===== config.mk =====
export PLATFORM = sky130hd
export DESIGN_NAME = hbs_interp
export DESIGN_NICKNAME = d
export VERILOG_FILES = /design/src/rtl/hbs_pkg.sv /design/src/rtl/hbs_interp.sv
export SDC_FILE = /design/constraint.sdc
export NUM_CORES = 2
export LEC_CHECK = 0
export ABC_AREA = 1
export BUFFER_PORTS_ARGS = -buffer_cell sky130_fd_sc_hd__buf_4
export CORE_MARGIN = 5
export CORE_UTILIZATION = 30
export DETAILED_ROUTE_END_ITERATION = 8
export SLEW_MARGIN = 5
export SYNTH_ARGS = -nofsm -noshare
export SYNTH_HDL_FRONTEND = slang
export SYNTH_SLANG_ARGS = --single-unit

===== constraint.sdc =====
create_clock -name clk -period 7.7 [get_ports clk]
set_clock_uncertainty 0.2 [all_clocks]
set_input_delay 1.155 -clock clk [delete_from_list [all_inputs] [get_ports clk]]
set_output_delay 1.155 -clock clk [all_outputs]
set_load 0.03 [all_outputs]

===== src/rtl/hbs_pkg.sv =====
// ----------------------------------------------------------------------------
// hbs_pkg
// Types and constants shared by the height grid sampler modules.
// ----------------------------------------------------------------------------
package hbs_pkg;

  localparam int MAX_SIDE_DEF = 256;
  localparam int BANK_AW_DEF  = 14;

  typedef enum logic [0:0] {
    CMD_SAMPLE = 1'b0,
    CMD_WRITE  = 1'b1
  } cmd_t;

  typedef enum logic [0:0] {
    REG_CELLS_X = 1'b0,
    REG_CELLS_Y = 1'b1
  } cfg_idx_t;

  // per-item control that travels beside the bank read data
  typedef struct packed {
    logic       zero;    // force a zero height (write or outside sample)
    logic       status;
    logic       ix0;     // parity of the cell corner x
    logic       iy0;     // parity of the cell corner y
    logic [7:0] fx;
    logic [7:0] fy;
  } smp_ctl_t;

  // read data of the four banks, index {x parity, y parity}
  typedef logic [3:0][15:0] bank_q_t;

endpackage


===== src/rtl/hbs_interp.sv =====
// ----------------------------------------------------------------------------
// hbs_interp
// Two-stage bilinear datapath: x blend of both rows, then y blend and round.
// ----------------------------------------------------------------------------
module hbs_interp (
  input  logic              clk,
  input  logic              ld_b,
  input  logic              ld_o,
  input  hbs_pkg::smp_ctl_t ctl_a,
  input  hbs_pkg::bank_q_t  bank_q,
  output logic [15:0]       height_out,
  output logic              status_out
);

  import hbs_pkg::*;

  logic signed [15:0] h0, h1, h2, h3;
  logic signed [9:0]  wx0, wx1, wy0, wy1;
  logic signed [25:0] p0, p1, p2, p3;
  logic signed [25:0] hx0_nxt, hx1_nxt;
  logic signed [25:0] hx0_r, hx1_r;
  logic               zero_b_r, status_b_r;
  logic [7:0]         fy_b_r;
  logic signed [35:0] q0, q1, acc, rnd;
  logic [15:0]        height_r;
  logic               status_r;

  // pick corners out of the banks by the corner parity
  always_comb begin
    h0 = signed'(bank_q[{ctl_a.ix0,  ctl_a.iy0}]);
    h1 = signed'(bank_q[{~ctl_a.ix0, ctl_a.iy0}]);
    h2 = signed'(bank_q[{ctl_a.ix0,  ~ctl_a.iy0}]);
    h3 = signed'(bank_q[{~ctl_a.ix0, ~ctl_a.iy0}]);
    wx1 = signed'({2'b00, ctl_a.fx});
    wx0 = 10'sd256 - wx1;
    p0 = h0 * wx0;
    p1 = h1 * wx1;
    p2 = h2 * wx0;
    p3 = h3 * wx1;
    hx0_nxt = p0 + p1;
    hx1_nxt = p2 + p3;
  end

  always_ff @(posedge clk) begin
    if (ld_b) begin
      hx0_r      <= hx0_nxt;
      hx1_r      <= hx1_nxt;
      zero_b_r   <= ctl_a.zero;
      status_b_r <= ctl_a.status;
      fy_b_r     <= ctl_a.fy;
    end
  end

  // y blend, then round half up on the 2^16 scale
  always_comb begin
    wy1 = signed'({2'b00, fy_b_r});
    wy0 = 10'sd256 - wy1;
    q0  = hx0_r * wy0;
    q1  = hx1_r * wy1;
    acc = q0 + q1;
    rnd = acc + 36'sd32768;
  end

  always_ff @(posedge clk) begin
    if (ld_o) begin
      height_r <= zero_b_r ? 16'd0 : rnd[31:16];
      status_r <= status_b_r;
    end
  end

  assign height_out = height_r;
  assign status_out = status_r;

endmodule


-- Word level (Yosys, flattened, before mapping)
Index checks and enable logic that the tools add are counted.
- add/subtract/negate cells: 6
- $mul: 6
- magnitude comparators: 4
- mux-type cells: 8
- bitwise logic cells: 2
- operators by type and width (cell ; number):
    16-bit binary-select mux with 2-bit select ; 4
    16-bit two-way mux ; 4
    26-bit by 25-bit adder with 26-bit output ; 2
    16-bit by 10-bit multiplier with 26-bit output ; 2
    16-bit by 9-bit multiplier with 25-bit output ; 2
    32-bit by 17-bit adder with 32-bit output, second input constant ; 1
    32-bit adder ; 1
    26-bit by 10-bit multiplier with 32-bit output ; 1
    26-bit by 9-bit multiplier with 32-bit output ; 1
    9-bit by 8-bit subtractor with 10-bit output, first input constant ; 2
    2-bit by 3-bit less-than comparator with 1-bit output, second input constant ; 4
    1-bit NOT ; 2
- register bits after elaboration: 79
- bits of input ports: 87
- output and inout port bits: 17
- word-level logic and storage cells: 33

-- Depth between registers and ports, before layout
- word-level depth: 5
- gate-level depth with buffers: 36
- gate-level depth less buffers: 34

-- Worst setup path after synthesis
OpenSTA, ideal clock, no wires.
- kind: input-to-reg
- start: input port ctl_a[8] in the netlist's numbering
- end: register hx0_r[25], data pin
- library setup time: 0.262 ns
- arrival time: 7.191 ns
- data required time: 7.238 ns
- setup slack: 0.047 ns
- stages: 29
- buffers on the path: 3
- path through: clkbuf_1 > inv_1 > clkbuf_1 > ha_1 > nand3_1 > xor2_2 > inv_1 > clkbuf_1 > nand2_1 > fa_1 > fa_1 > inv_1 > fa_1 > inv_1 > fa_1 > fa_1 > fa_1 > inv_1 > ha_1 > nand2_1 > nor2_1 > inv_1 > nor3_2 > nand3_1 > nand3_1 > nand3_1 > nand2_1 > a21oi_1 > xor2_1
- word-level cells in the longest chain between the ends: 3
- elaborated cells on any way between the ends: 4
- those cells by class: add/sub (2); mul (2)
- RTL lines (what ; RTL line ; text):
    start, declared ; hbs_interp.sv:9 ; input hbs_pkg::smp_ctl_t ctl_a,
    9-bit by 8-bit subtractor with 10-bit output ; hbs_interp.sv:35 ; wx0 = 10'sd256 - wx1;
    16-bit by 10-bit multiplier with 26-bit output ; hbs_interp.sv:36 ; p0 = h0 * wx0;
    26-bit by 25-bit adder with 26-bit output * ; hbs_interp.sv:40 ; hx0_nxt = p0 + p1;
    via hx0_nxt[25] ; hbs_interp.sv:20 ; logic signed [25:0] hx0_nxt, hx1_nxt;
    end signal, assigned ; hbs_interp.sv:46 ; hx0_r <= hx0_nxt;
    end, declared ; hbs_interp.sv:21 ; logic signed [25:0] hx0_r, hx1_r;
Mark *: on every way through the listed nets, which the timed path passes. The rest lies on a longest branch.
A chain may end at the register's enable or synchronous reset.

-- Final worst setup path
- start: register fy_b_r[2]
- end: register height_r[10], in the netlist height_out[10], data pin
- word-level cells in the longest chain between the ends: 4
- elaborated cells on any way between the ends: 5
- those cells by class: add/sub (3); mul (2)
- RTL lines (what ; RTL line ; text):
    start, declared ; hbs_interp.sv:23 ; logic [7:0] fy_b_r;
    start signal, assigned ; hbs_interp.sv:50 ; fy_b_r <= ctl_a.fy;
    9-bit by 8-bit subtractor with 10-bit output ; hbs_interp.sv:57 ; wy0 = 10'sd256 - wy1;
    26-bit by 10-bit multiplier with 32-bit output ; hbs_interp.sv:58 ; q0 = hx0_r * wy0;
    32-bit adder * ; hbs_interp.sv:60 ; acc = q0 + q1;
    32-bit by 17-bit adder with 32-bit output * ; hbs_interp.sv:61 ; rnd = acc + 36'sd32768;
    end signal, assigned ; hbs_interp.sv:66 ; height_r <= zero_b_r ? 16'd0 : rnd[31:16];
    end, declared ; hbs_interp.sv:25 ; logic [15:0] height_r;
Mark *: on every way between the ends. The rest lies on a longest branch, timed or not.

==> impl_metrics.tcl <==
set metrics [dict create \
    yosys.area.top_type "fa_1" \
    final_common_cell "inv_1" \
    routabilityCongestion 0.9202 \
    ios 104 \
    syn_area_um2 38720 \
    grt_pass1_wl_mm 177.1 \
    path_class "reg2reg" \
    layout-drive-gt1-share_pct 8.243 \
    area_delta_synth_final_pct 11.47 \
    final_cell_mix "1286 x inv_1, 969 x nand2_1, 918 x fa_1" \
    clockRootBuffer "clkbuf_16" \
    crit_family "adder cells" \
    drv_cap 0 \
    core_area_um2 127800 \
    status "finished clean" \
    fmax_mhz 135.5 \
    synthTopCellsByArea "fa_1 47%, inv_1 12%, ha_1 11%, nand2_1 9.4%, edfxtp_1 6.1%" \
    synth_top_family_by_area "adder cells" \
    syn_inst 4672 \
    cp_max_fo 6 \
    fin_crit_sh_pct 95.86 \
    path_buf_inv 7 \
    cp_common_cell "fa_1" \
    yosysTopAreaCellShare_pct 47.46 \
    antenna_found_initial 0 \
    cts_buffers 9 \
    fin_crit_ns 7.381 \
    slew_violations 0 \
    vias 29941 \
    multi_input_area_um2 30820 \
    gr-total-overflow 0 \
    cts_buffer_depth 2 \
    slew_headroom_pct 42.07 \
    clk_latency_ns 0.37 \
    dp.cells 6522 \
    die-area_um2 136400 \
    drtIter0Drc 1931 \
    yosys.area_share.simple_pct 15.84 \
    track_usage_pct 16.39 \
    ys_seq_area_share_pct 6.126 \
    first_global_vias 31923 \
    drc_errors 0 \
    synth_compound_area_share_pct 3.215 \
    ys_types 46 \
    postSynthAreaPerCell_um2 8.289 \
    wl_per_cell_um 16.87 \
    place_hpwl_mm 97.89 \
    rows 131 \
    endpoint_kind "flip-flop" \
    final_cells 6541 \
    synth.area.mux_share_pct 0.8013 \
    worstHoldPathType "reg2reg" \
    async_reset_ff_share_pct 0 \
    layout.nets 6203 \
    final-seq-area_um2 2372 \
    place_area_um2 42790 \
    port_buffers 103 \
    fp.dieW_um 369.3 \
    grt_max_degree 63 \
    postLayoutCellArea_um2 43170 \
    cts_sinks 79 \
    firstDrtPassIters 6 \
    synth_fp_nets 6002 \
    synth_xor_area_share_pct 1.735 \
    setup_viol 0 \
    max_slew.worst_pin.slew_ns 0.8690 \
    hold_viol_final 0 \
    die_height_um 369.3 \
    start_kind "flip-flop" \
    cp.required_ns 7.62 \
    worstPathArrival_ns 7.31 \
    viasPerCell 4.577 \
    ant_nets 0 \
    slowest_delay_ns 0.55 \
    n_fill_cell 13371 \
    start_util_pct 30.29 \
    cts_tree "yes" \
    yosysWarnings 0 \
    synth_edf_count 79 \
    htreeDepth 3 \
    wl_mm 110.4 \
    synth-adder-area-share_pct 57.96 \
    clk_pin_slew_ns 0.06 \
    critPathSlowestCell "edfxtp_1" \
    synth_ff_type "edfxtp_1" \
    synth_seq_cells 79 \
]
[cells in the mapped netlist (3+ instances only)]
library cell / number
a21o_1: 6
a21oi_1: 100
a31oi_1: 4
buf_1: 15
buf_2: 30
buf_4: 8
buf_6: 3
clkbuf_1: 80
clkbuf_2: 12
clkinv_1: 3
edfxtp_1: 79
fa_1: 918
ha_1: 325
inv_1: 1288
inv_2: 11
mux2i_1: 31
nand2_1: 969
nand2_2: 7
nand3_1: 72
nand3b_1: 3
nand4_1: 9
nor2_1: 463
nor3_1: 11
nor4_1: 4
o21a_1: 8
o21ai_0: 78
o21ai_1: 19
o21ai_2: 3
o21bai_1: 5
or2_2: 13
xnor2_1: 31
xor2_1: 42
[state kept, by name, indices dropped and copies added, names as in the netlist]
signal and flops:
status_out 1, status_b_r 1, hx1_r 26, fy_b_r 8, zero_b_r 1, hx0_r 26
height_out 16
[metrics by stage]
stage          worst slack, ns  hold slack (ns)   TNS (ns)  util, %
2_1_floorplan          0.04663           0.2003          0        -
3_3_place_gp          -0.09446           0.2073    -0.2119    33.47
3_5_place_dp           -0.1205           0.2093    -0.2721    33.47
4_1_cts                 0.2981           0.2238          0    33.74
5_1_grt              -0.003621           0.2459  -0.003621    33.76
6_report                0.3185           0.2209          0    33.76
[cell type report]
class,count,share of cell area [%]
Clock inverter,6,0.2754
Sequential cell,79,5.496
Multi-Input combinational cell,3143,71.39
Clock buffer,9,0.5217
Timing Repair Buffer,338,6.148
Tap cell,1662,4.817
Inverter,1302,11.34
Antenna cell,2,0.01159
[final timing paths]
| check | from | endpoint | depth (start not counted) | slack, ns |
|---|---|---|---|---|
| max | fy_b_r[2] | height_out[10] | 27 | 0.32 |
| min | status_b_r | status_out | 0 | 0.22 |
| max reg2reg | fy_b_r[2] | height_out[10] | 27 | 0.32 |
| min reg2reg | status_b_r | status_out | 0 | 0.22 |
[metal layers]
layer  share of wire [%]  track usage (%)  up-vias
li1                    -                -    13793
met1                  46            23.45    15033
met2                  45            26.37     1005
met3                 7.2            2.455      110
met4                 2.0            3.535        0
met5                   0                0        -
[timing repair]
action                     CTS  global route
gates resized for setup      0             8
setup endpoints to repair    0            13
hold endpoints to repair     0             0
buffers inserted             0             2
hold buffers                 0             0
[cell families (layout without fill, tap and decap cells)]
| kind of cell | Yosys count | in the layout |
|---|---|---|
| AOI/OAI and AO/OA | 231 | 231 |
| DFF | 79 | 79 |
| adders and majority gates | 1243 | 1243 |
| xor gates and xnor gates | 75 | 75 |
| buffers and inverters | 1450 | 1655 |
| and+or+nand+nor | 1563 | 1563 |
| other | 0 | 2 |
| muxes | 31 | 31 |
Power is left out: the tool's default activity adds up to more than one toggle a clock period on the data nets, which glitch-free logic cannot reach.
